<file path="src/assert_macros.svh">
// ----------------------------------------------------------------------------
// Assertion macros
// Shared concurrent assertion wrappers; empty under synthesis.
// ----------------------------------------------------------------------------
`ifndef ASSERT_MACROS_SVH
`define ASSERT_MACROS_SVH

`ifndef SYNTHESIS
`define MPD_ASSERT(label, clk, rst_n, prop, msg) \
    label: assert property (@(posedge clk) disable iff (!rst_n) prop) else $error(msg);
`define MPD_ASSERT_NEVER(label, clk, rst_n, cond, msg) \
    label: assert property (@(posedge clk) disable iff (!rst_n) !(cond)) else $error(msg);
`else
`define MPD_ASSERT(label, clk, rst_n, prop, msg)
`define MPD_ASSERT_NEVER(label, clk, rst_n, cond, msg)
`endif

`endif

</file>
<file path="src/mpd_pkg.sv">
// ----------------------------------------------------------------------------
// MQTT PUBLISH deframer package
// Result kind codes, protocol constants and the result record.
// ----------------------------------------------------------------------------
package mpd_pkg;

    localparam logic [1:0] KIND_TOPIC   = 2'd0;
    localparam logic [1:0] KIND_PAYLOAD = 2'd1;
    localparam logic [1:0] KIND_END     = 2'd2;

    localparam logic [7:0] HEADER_BYTE  = 8'h30;
    localparam int         TOPIC_W      = 16;

    typedef struct packed {
        logic [7:0] data_byte;
        logic [1:0] byte_kind;
        logic       packet_end;
    } result_t;

endpackage

</file>
<file path="src/mpd_in_stage.sv">
// ----------------------------------------------------------------------------
// Input register
// Holds one received byte until the parser stage takes it.
// ----------------------------------------------------------------------------
module mpd_in_stage
(
    input  logic       clk,
    input  logic       rst_n,
    input  logic       in_valid,
    output logic       in_stall,
    input  logic [7:0] rx_byte,
    input  logic       advance,
    output logic       s1_valid,
    output logic [7:0] s1_byte
);

    logic       valid_reg;
    logic       valid_next;
    logic [7:0] byte_reg;
    logic       take;

    assign in_stall   = valid_reg && !advance;
    assign take       = in_valid && !in_stall;
    assign valid_next = take || (valid_reg && !advance);

    always_ff @(posedge clk or negedge rst_n)
    begin
        if (!rst_n)
        begin
            valid_reg <= 1'b0;
        end
        else
        begin
            valid_reg <= valid_next;
        end
    end

    always_ff @(posedge clk)
    begin
        if (take)
        begin
            byte_reg <= rx_byte;
        end
    end

    assign s1_valid = valid_reg;
    assign s1_byte  = byte_reg;

endmodule

</file>
<file path="src/mpd_core.sv">
// ----------------------------------------------------------------------------
// Parser core
// Packet state and the single-pass state update for one byte.
// ----------------------------------------------------------------------------
module mpd_core
#(
    parameter int MAX_LENGTH_BYTES = 3
)
(
    input  logic            clk,
    input  logic            rst_n,
    input  logic            s1_valid,
    input  logic [7:0]      s1_byte,
    input  logic            out_free,
    output logic            advance,
    output logic            res_valid,
    output mpd_pkg::result_t res
);

    localparam int BL_W  = 7 * MAX_LENGTH_BYTES;
    localparam int CMP_W = (BL_W > mpd_pkg::TOPIC_W) ? BL_W : mpd_pkg::TOPIC_W;
    localparam int TW    = mpd_pkg::TOPIC_W;

    localparam logic [2:0] PH_HUNT    = 3'd0;
    localparam logic [2:0] PH_LEN     = 3'd1;
    localparam logic [2:0] PH_TLEN_HI = 3'd2;
    localparam logic [2:0] PH_TLEN_LO = 3'd3;
    localparam logic [2:0] PH_TOPIC   = 3'd4;
    localparam logic [2:0] PH_PAYLOAD = 3'd5;

    logic [2:0]    phase_reg;
    logic [2:0]    phase_next;
    logic [BL_W-1:0] bytes_left_reg;
    logic [BL_W-1:0] bytes_left_next;
    logic [1:0]    length_group_reg;
    logic [1:0]    length_group_next;
    logic [TW-1:0] topic_left_reg;
    logic [TW-1:0] topic_left_next;

    logic [BL_W-1:0] bl_sum;
    logic [BL_W-1:0] bl_dec;
    logic [TW-1:0]   tl_dec;
    logic [TW-1:0]   tl_full;
    logic            last_group;
    logic            at_end;

    assign bl_sum     = bytes_left_reg
                      + (BL_W'(s1_byte[6:0]) << (5'(length_group_reg) * 5'd7));
    assign bl_dec     = bytes_left_reg - BL_W'(1);
    assign tl_dec     = (topic_left_reg != '0) ? topic_left_reg - TW'(1) : '0;
    assign tl_full    = {topic_left_reg[TW-1:8], s1_byte};
    assign last_group = !s1_byte[7]
                     || ((3'(length_group_reg) + 3'd1) >= 3'(MAX_LENGTH_BYTES));
    assign at_end     = (bytes_left_reg <= BL_W'(1));

    always_comb
    begin
        phase_next        = phase_reg;
        bytes_left_next   = bytes_left_reg;
        length_group_next = length_group_reg;
        topic_left_next   = topic_left_reg;
        res_valid         = 1'b0;
        res.data_byte     = s1_byte;
        res.byte_kind     = mpd_pkg::KIND_END;
        res.packet_end    = 1'b1;
        unique case (phase_reg)
            PH_HUNT:
            begin
                if (s1_byte == mpd_pkg::HEADER_BYTE)
                begin
                    phase_next        = PH_LEN;
                    bytes_left_next   = '0;
                    length_group_next = '0;
                    topic_left_next   = '0;
                end
            end
            PH_LEN:
            begin
                bytes_left_next = bl_sum;
                if (last_group)
                begin
                    length_group_next = '0;
                    if (bl_sum == '0)
                    begin
                        phase_next      = PH_HUNT;
                        topic_left_next = '0;
                        res_valid       = 1'b1;
                        res.data_byte   = '0;
                    end
                    else
                    begin
                        phase_next = PH_TLEN_HI;
                    end
                end
                else
                begin
                    length_group_next = length_group_reg + 2'd1;
                end
            end
            PH_TLEN_HI:
            begin
                topic_left_next = {s1_byte, 8'h00};
                bytes_left_next = bl_dec;
                if (bl_dec == '0)
                begin
                    phase_next      = PH_HUNT;
                    topic_left_next = '0;
                    res_valid       = 1'b1;
                    res.data_byte   = '0;
                end
                else
                begin
                    phase_next = PH_TLEN_LO;
                end
            end
            PH_TLEN_LO:
            begin
                bytes_left_next = bl_dec;
                if (bl_dec == '0)
                begin
                    phase_next      = PH_HUNT;
                    topic_left_next = '0;
                    res_valid       = 1'b1;
                    res.data_byte   = '0;
                end
                else
                begin
                    if (CMP_W'(tl_full) > CMP_W'(bl_dec))
                    begin
                        topic_left_next = TW'(bl_dec);
                    end
                    else
                    begin
                        topic_left_next = tl_full;
                    end
                    phase_next = (tl_full != '0) ? PH_TOPIC : PH_PAYLOAD;
                end
            end
            PH_TOPIC:
            begin
                res_valid       = 1'b1;
                res.byte_kind   = mpd_pkg::KIND_TOPIC;
                res.packet_end  = at_end;
                bytes_left_next = at_end ? '0 : bl_dec;
                topic_left_next = tl_dec;
                if (at_end)
                begin
                    phase_next      = PH_HUNT;
                    topic_left_next = '0;
                end
                else if (tl_dec == '0)
                begin
                    phase_next = PH_PAYLOAD;
                end
            end
            PH_PAYLOAD:
            begin
                res_valid       = 1'b1;
                res.byte_kind   = mpd_pkg::KIND_PAYLOAD;
                res.packet_end  = at_end;
                bytes_left_next = at_end ? '0 : bl_dec;
                if (at_end)
                begin
                    phase_next = PH_HUNT;
                end
            end
            default:
            begin
                phase_next        = PH_HUNT;
                bytes_left_next   = '0;
                length_group_next = '0;
                topic_left_next   = '0;
            end
        endcase
    end

    // advance unless a result must wait for the output register
    assign advance = s1_valid && (!res_valid || out_free);

    always_ff @(posedge clk or negedge rst_n)
    begin
        if (!rst_n)
        begin
            phase_reg        <= PH_HUNT;
            bytes_left_reg   <= '0;
            length_group_reg <= '0;
            topic_left_reg   <= '0;
        end
        else if (advance)
        begin
            phase_reg        <= phase_next;
            bytes_left_reg   <= bytes_left_next;
            length_group_reg <= length_group_next;
            topic_left_reg   <= topic_left_next;
        end
    end

endmodule

</file>
<file path="src/mpd_out_reg.sv">
// ----------------------------------------------------------------------------
// Result register
// Holds one result request until the downstream side takes it.
// ----------------------------------------------------------------------------
module mpd_out_reg
(
    input  logic             clk,
    input  logic             rst_n,
    input  logic             load,
    input  mpd_pkg::result_t res,
    output logic             out_free,
    output logic             out_valid,
    input  logic             out_stall,
    output logic [7:0]       data_byte,
    output logic [1:0]       byte_kind,
    output logic             packet_end
);

    logic             valid_reg;
    logic             valid_next;
    mpd_pkg::result_t res_reg;

    assign out_free   = !valid_reg || !out_stall;
    assign valid_next = load || (valid_reg && out_stall);

    always_ff @(posedge clk or negedge rst_n)
    begin
        if (!rst_n)
        begin
            valid_reg <= 1'b0;
        end
        else
        begin
            valid_reg <= valid_next;
        end
    end

    always_ff @(posedge clk)
    begin
        if (load)
        begin
            res_reg <= res;
        end
    end

    assign out_valid  = valid_reg;
    assign data_byte  = res_reg.data_byte;
    assign byte_kind  = res_reg.byte_kind;
    assign packet_end = res_reg.packet_end;

endmodule

</file>
<file path="src/mqtt_publish_deframer_top.sv">
// ----------------------------------------------------------------------------
// A byte is held in the input register, its result in the result register.
// Throughput: one byte per cycle via the single parser stage, unless stalled.
// Reset: rst_n clears the parser to hunting for a header byte and
// empties the input and result registers.
// ----------------------------------------------------------------------------
// MQTT PUBLISH deframer top level
// Extracts tagged topic and payload bytes and end markers from a byte stream.
// ----------------------------------------------------------------------------
`include "assert_macros.svh"

module mqtt_publish_deframer_top
#(
    parameter int MAX_LENGTH_BYTES = 3
)
(
    input  logic       clk,
    input  logic       rst_n,
    input  logic       in_valid,
    output logic       in_stall,
    input  logic [7:0] rx_byte,
    output logic       out_valid,
    input  logic       out_stall,
    output logic [7:0] data_byte,
    output logic [1:0] byte_kind,
    output logic       packet_end
);

    logic             s1_valid;
    logic [7:0]       s1_byte;
    logic             advance;
    logic             out_free;
    logic             res_valid;
    mpd_pkg::result_t res;
    logic             out_is_end;
    logic             marker_ok;
    logic             kind_known;
    logic             result_held;

    mpd_in_stage u_in
    (
        .clk      (clk),
        .rst_n    (rst_n),
        .in_valid (in_valid),
        .in_stall (in_stall),
        .rx_byte  (rx_byte),
        .advance  (advance),
        .s1_valid (s1_valid),
        .s1_byte  (s1_byte)
    );

    mpd_core
    #(
        .MAX_LENGTH_BYTES (MAX_LENGTH_BYTES)
    )
    u_core
    (
        .clk       (clk),
        .rst_n     (rst_n),
        .s1_valid  (s1_valid),
        .s1_byte   (s1_byte),
        .out_free  (out_free),
        .advance   (advance),
        .res_valid (res_valid),
        .res       (res)
    );

    mpd_out_reg u_out
    (
        .clk        (clk),
        .rst_n      (rst_n),
        .load       (advance && res_valid),
        .res        (res),
        .out_free   (out_free),
        .out_valid  (out_valid),
        .out_stall  (out_stall),
        .data_byte  (data_byte),
        .byte_kind  (byte_kind),
        .packet_end (packet_end)
    );

    assign out_is_end  = out_valid && (byte_kind == mpd_pkg::KIND_END);
    assign marker_ok   = packet_end && (data_byte == 8'h00);
    assign kind_known  = (byte_kind == mpd_pkg::KIND_TOPIC)
                      || (byte_kind == mpd_pkg::KIND_PAYLOAD)
                      || (byte_kind == mpd_pkg::KIND_END);
    assign result_held = s1_valid && out_valid && out_stall && res_valid;

    `MPD_ASSERT(a_end_marker_form, clk, rst_n, out_is_end |-> marker_ok, "malformed end marker")
    `MPD_ASSERT_NEVER(a_kind_code, clk, rst_n, out_valid && !kind_known, "undefined byte kind")
    `MPD_ASSERT(a_stall_held, clk, rst_n, in_stall |-> result_held, "stall with no blocked result")

endmodule
</file>
<file path="config.mk">
export PLATFORM = sky130hd
export DESIGN_NAME = mqtt_publish_deframer_top
export DESIGN_NICKNAME = d
export VERILOG_FILES = /design/src/mpd_pkg.sv /design/src/mpd_in_stage.sv /design/src/mpd_core.sv /design/src/mpd_out_reg.sv /design/src/mqtt_publish_deframer_top.sv
export VERILOG_INCLUDE_DIRS = /design/src /design/src/src
export SDC_FILE = /design/constraint.sdc
export NUM_CORES = 1
export LEC_CHECK = 0
export BUFFER_PORTS_ARGS = -buffer_cell sky130_fd_sc_hd__buf_2
export CAP_MARGIN = 20
export CORE_ASPECT_RATIO = 0.9
export CORE_UTILIZATION = 25
export CTS_BUF_LIST = sky130_fd_sc_hd__clkbuf_16
export CTS_CLUSTER_SIZE = 28
export DETAILED_ROUTE_END_ITERATION = 10
export GPL_ROUTABILITY_DRIVEN = 0
export GPL_TIMING_DRIVEN = 0
export REMOVE_ABC_BUFFERS = 1
export SLEW_MARGIN = 0
export SYNTH_ARGS = -nofsm -noshare
export SYNTH_HDL_FRONTEND = slang
export SYNTH_SLANG_ARGS = --single-unit
</file>
<file path="constraint.sdc">
create_clock -name clk -period 5 [get_ports clk]
set_input_delay 1.25 -clock clk [delete_from_list [all_inputs] [get_ports clk]]
set_output_delay 1.25 -clock clk [all_outputs]
set_load 0.1 [all_outputs]
</file>
==> results of run 1 <==
kinds of logic after synthesis:
logic type      synth area share [%]
compound gates                  23.4
xor+xnor                        5.51
fa+ha+maj                       9.53
buf+inv                         3.98
flops                           29.2
mux                             5.55
simple gates                    22.9
critical path: cells and delay by family (launching register included):
family	cells	cell delay (ps)
compound gates	4	820
xor+xnor	1	300
fa+ha+maj	2	540
buf+inv	3	420
flops	1	450
simple gates	5	1360
placed cells by master, fill, tap and decap left out, drive strengths merged, types with 11 or more instances in the layout:
cell / instances
a21oi: 41
edfxtp: 19
and2: 17
nand3: 16
nand2: 47
ha: 42
nor2: 51
xnor2: 25
o21ai: 55
mux2: 22
xor2: 11
nor3: 35
and3: 18
dfrtp: 44
nor4: 18
buf: 75
inv: 26
cell type report:
type                       count  area (µm²)  area share [%]
inverter                      25        96.3            1.34
tap                          297         372            5.17
sequential                    63        1670            23.3
timing repair buffer          75         554            7.72
clock buffer                   9         225            3.14
multi-input combinational    551        4140            57.7
clock inverter                 7         120            1.67
how the worst min path moves through the flow:
stage / end / cells past startpoint / from / slack (ps)
global placement: u_core.topic_left_reg[7] / 2 / u_core.topic_left_reg[7] / 530
finish: u_core.topic_left_reg[7] / 2 / u_core.topic_left_reg[7] / 550
global route: u_core.topic_left_reg[7] / 2 / u_core.topic_left_reg[7] / 560
detailed placement: u_core.topic_left_reg[7] / 2 / u_core.topic_left_reg[7] / 530
floorplan: u_core.topic_left_reg[7] / 2 / u_core.topic_left_reg[7] / 490
CTS: u_core.topic_left_reg[7] / 2 / u_core.topic_left_reg[7] / 540
power groups by stage:
| stage | sequential [µW] | combinational [µW] | clock, µW |
|---|---|---|---|
| finish | 965 | 3510 | 733 |
| global placement | 963 | 2940 | 0 |
| detailed placement | 960 | 2980 | 0 |
| global route | 987 | 3820 | 763 |
| CTS | 946 | 3270 | 743 |
| floorplan | 958 | 2190 | 0 |
through the flow:
step / utilization [%] / setup slack, ps
floorplan: - / -1370
global placement: 27.1 / -3540
detailed placement: 27.3 / -1080
CTS: 31.0 / -457
global route: 32.0 / -611
finish: 32.0 / -504
synthesized netlist by cell type (19+ instances only):
cell and n:
o21ai_0 51, xnor2_1 25, inv_1 25, ha_1 42, mux2_2 22, dfrtp_1 44, a21oi_1 41, clkbuf_1 23
nor2_1 51, nor3_1 35, nand2_1 47, edfxtp_1 19
routing by layer:
metal | vias up | wire [µm]
met2 | 227 | 7840
met1 | 2697 | 8780
met3 | 20 | 1590
met4 | 0 | 190
li1 | 2665 | -
met5 | - | 0
what timing repair did:
action | in CTS | in global routing
setup endpoints to repair | 12 | 11
resized for setup | 51 | 21
pin swaps | 24 | 16
buffers inserted | 36 | 9
==> results_dict.tcl, run 1 <==
set metrics [dict create \
    crit_path_end "in_stall" \
    violations "setup timing" \
    setup_slack_ps -504 \
    cts.sinks 63 \
    met2_usage_pct 23.1 \
    cts_tree "built" \
    rows 52 \
    grt_usage_pct 15.7 \
    finalHoldViolCount 0 \
    placed_area_mm2 0.00612 \
    ff2ff_setup_slack_ps 280 \
    netlist.area_leader.share_pct 19.2 \
    first_global_vias 5233 \
    first_pass_iters 5 \
    setup_viol 1 \
    rr_endpoint "u_core.bytes_left_reg[6]" \
    switching_share_pct 50.2 \
    drtIter0Drc 562 \
    path_cells "inv_2 -> nor3_2 -> ha_2 -> fa_2 -> a21o_1 -> buf_4 -> a221oi_4 -> o21ai_1 -> xnor2_1 -> o221ai_1 -> or4_4 -> or4_4 -> nand3_4 -> and3_4 -> buf_12" \
    routedWlPerCell_um 17.9 \
    grt.busiest_layer "met2" \
    initial_core_util_pct 25.5 \
    slowest_delay_ps 570 \
    place_hpwl_mm 13.4 \
    cp.arrival_ps 4250 \
    drc 0 \
    worst_pin_slew_ps 840 \
    pwr-share-clk_pct 14.1 \
    tns_ps -504 \
    htree_levels 3 \
    ys_ff_latch 63 \
    viasPerCell 5.46 \
    portBuffers 24 \
    path_class "reg -> out" \
    drt-total-wl_mm 18.4 \
    ctsHoldBuffers 0 \
    fin_nets 780 \
    die_area_mm2 0.0235 \
    holdWs_ps 547 \
    ir_drop_v 0.000252 \
    max_freq_ghz 0.182 \
    largest_reg_flops 21 \
    drive_gt1_share_pct 24.2 \
    met3_usage_pct 4.33 \
    crit_slowest_cell "or4_4" \
    period_minus_slack_ps 5500 \
    cpMostUsedCell "or4_4" \
    top_level_ports 25 \
    synthCells 669 \
    synth_area_leaders "dfrtp_1 19%, edfxtp_1 10%, ha_1 9.2%, o21ai_0 4.5%, mux2_2 4.3%" \
    synthFlopType "dfrtp_1" \
    overflow 0 \
    num_vias 5609 \
    yosys_warnings 0 \
    rr_startpoint "u_in.s1_byte[0]" \
    syn_avg_cell_area_um2 8.55 \
    numCtsBuffers 9 \
    slew_headroom_pct 43.9 \
    ys_async_sr_fraction_pct 69.8 \
    antenna_found_initial 1 \
    yosysUniqueCellTypes 79 \
    cp-start-kind "flop" \
    intPower_uw 2600 \
    seqPwrFrac_pct 18.5 \
    grt_max_degree 45 \
    worst-r2r-cell-count 17 \
    cts-root-buf "clkbuf_16" \
    clockBufferDepth 2 \
    clkLatencyLatePin_ps 340 \
    crit_fanout 3 \
    diodes 0 \
    final_antenna_net_count 0 \
    worstPathRequired_ps 3750 \
    status "complete, but fails checks" \
    total_power_uw 5210 \
    skew_ps 7.03 \
    synth_edf_count 19 \
    seq_area_frac_synth_pct 29.2 \
    grt_pass1_wl_mm 28.8 \
    design_area_mm2 0.00718 \
    p_comb_share_pct 67.4 \
    nFillCells 2331 \
    report.final.slew_viol_count 0 \
    die_w_um 161 \
    syn_to_final_growth_pct 25.5 \
    synth_top_cell_by_area "dfrtp_1" \
    worstHoldPathType "reg -> reg" \
    die_h_um 146 \
    final_cells 1027 \
    end_kind "output port" \
    use_met1_pct 22.6 \
    clkTransAtPathRegs_ps 60 \
    rsz0062_at_grt "true" \
    startpoint "u_in.s1_byte[0]" \
    fin_crit_sh_pct 110 \
    p_leak_uw 0.00297 \
    p_per_area_mw_per_mm2 725 \
    cap_violations 0 \
    place_inst 965 \
    p_sw_uw 2610 \
    core_mm2 0.0224 \
    netlist_area_mm2 0.00572 \
]
Power figures use the tool's default switching activity.
==> run 2: changes to the inputs <==
==> constraint.sdc (replaced) <==
create_clock -name clk -period 5 [get_ports clk]
set_input_delay 1.25 -clock clk [delete_from_list [all_inputs] [get_ports clk]]
set_output_delay 1.25 -clock clk [all_outputs]
set_load 0.01 [all_outputs]
==> results_dict.tcl, run 2 (synthesized netlist as in run 1, its figures left out) <==
set metrics [dict create \
    skew_ps 7.23 \
    drt-total-wl_mm 18.4 \
    syn_to_final_growth_pct 25.4 \
    cts_tree "built" \
    min_path_cells 2 \
    setup_slack_ps -426 \
    most-common-layout-cells "49 x nor2_1, 49 x o21ai_0, 47 x nand2_1, 46 x buf_4, 42 x dfrtp_1" \
    hp-start "u_core.topic_left_reg[7]" \
    setup_viol 1 \
    design_area_mm2 0.00717 \
    slowest_delay_ps 570 \
    largest_reg_flops 21 \
    grt_pass1_wl_mm 28.8 \
    p_per_area_mw_per_mm2 714 \
    first_global_vias 5229 \
    final_antenna_net_count 0 \
    routedWlPerCell_um 17.9 \
    clockBufferDepth 2 \
    worstPathRequired_ps 3750 \
    initial_core_util_pct 25.5 \
    cap_violations 0 \
    violations "setup timing" \
    clkTransAtPathRegs_ps 60 \
    fin_nets 780 \
    p_leak_uw 0.00297 \
    grt_usage_pct 15.6 \
    cp.arrival_ps 4180 \
    crit_slowest_cell "or4_4" \
    diodes 0 \
    rsz0062_at_grt "true" \
    nFillCells 2332 \
    first_pass_iters 7 \
    viasPerCell 5.49 \
    path_class "reg -> out" \
    top_level_ports 25 \
    ff2ff_setup_slack_ps 260 \
    drc 0 \
    antenna_found_initial 1 \
    cp-start-kind "flop" \
    placed_area_mm2 0.00612 \
    crit_fanout 3 \
    rr_startpoint "u_in.s1_byte[0]" \
    path_cells "inv_2 -> nor3_2 -> ha_2 -> fa_2 -> a21o_1 -> buf_4 -> a221oi_4 -> o21ai_1 -> xnor2_1 -> o221ai_1 -> or4_4 -> or4_4 -> nand3_4 -> and3_4 -> buf_6" \
    finalHoldViolCount 0 \
    clkLatencyLatePin_ps 340 \
    worstHoldPathType "reg -> reg" \
    max_freq_ghz 0.184 \
    slew_headroom_pct 42.1 \
    rows 52 \
    fin_crit_sh_pct 109 \
    period_minus_slack_ps 5430 \
    drive_gt1_share_pct 24.2 \
    status "complete, but fails checks" \
    cts.sinks 63 \
    worst_pin_slew_ps 867 \
    cts-root-buf "clkbuf_16" \
    place_hpwl_mm 13.4 \
    grt_max_degree 45 \
    worst-r2r-cell-count 17 \
    numCtsBuffers 9 \
    num_vias 5638 \
    die_area_mm2 0.0235 \
    die_h_um 146 \
    cpMostUsedCell "or4_4" \
    core_mm2 0.0224 \
    ir_drop_v 0.000250 \
    report.final.slew_viol_count 0 \
    portBuffers 24 \
    rr_endpoint "u_core.bytes_left_reg[6]" \
    end_kind "output port" \
    overflow 0 \
    die_w_um 161 \
    ctsHoldBuffers 0 \
    dp_slack_ps -785 \
    htree_levels 3 \
    drtIter0Drc 551 \
    min_to "u_core.topic_left_reg[7]" \
]
## run 2: stage by stage
stage	setup TNS (ps)	utilization, %	total power, µW	hold slack [ps]	instances
floorplan	-30250	-	3060	491	639
global placement	-84160	27.1	3820	528	960
detailed placement	-1940	27.3	3850	529	965
CTS	-361	30.9	4870	541	1017
global route	-516	32.0	5490	562	1027
finish	-426	32.0	5120	551	1027
## run 2: layout make-up
cell class	count	area, µm²	share of cell area [%]
sequential	63	1670	23.3
tap	297	372	5.18
timing repair buffer	75	546	7.60
clock buffer	9	225	3.14
inverter	25	96.3	1.34
multi-input combinational	551	4140	57.7
clock inverter	7	120	1.67
## run 2: power breakdown
part           internal, µW  total, µW  switching [µW]
Clock                   488        732             244
Combinational          1420       3420            2000
Sequential              683        967             284
## run 2: how the worst max path moves through the flow
stage	from	to	slack, ps	cells after the start
after global placement	u_in.s1_byte[0]	u_core.phase_reg[1]	-3540	13
after CTS	u_core.length_group_reg[1]	in_stall	-360	14
final	u_in.s1_byte[0]	in_stall	-430	15
after detailed placement	u_in.s1_byte[0]	in_stall	-790	14
after floorplan	u_core.length_group_reg[1]	u_core.phase_reg[0]	-1370	12
after global routing	u_in.s1_byte[0]	in_stall	-520	15
## run 2: metal layers
layer	up-vias	track usage, %	part of all wire (%)
met2	236	23.0	42
met5	-	0	0
met3	21	4.36	8.7
met1	2716	22.6	48
met4	0	3.21	1.1
li1	2665	-	-
## run 2: timing repair
action,CTS,global route
resized for setup,46,23
setup endpoints to repair,12,11
pin swaps,24,16
buffers inserted,36,9
cloned,0,0
## run 2: worst max-delay path, delay by kind of cell, from the launching register on
family | cells | cell delay [ps]
and+or+nand+nor | 5 | 1340
buffers and inverters | 3 | 350
xor gates and xnor gates | 1 | 300
adders and majority gates | 2 | 540
AOI/OAI and AO/OA | 4 | 820
DFF | 1 | 450
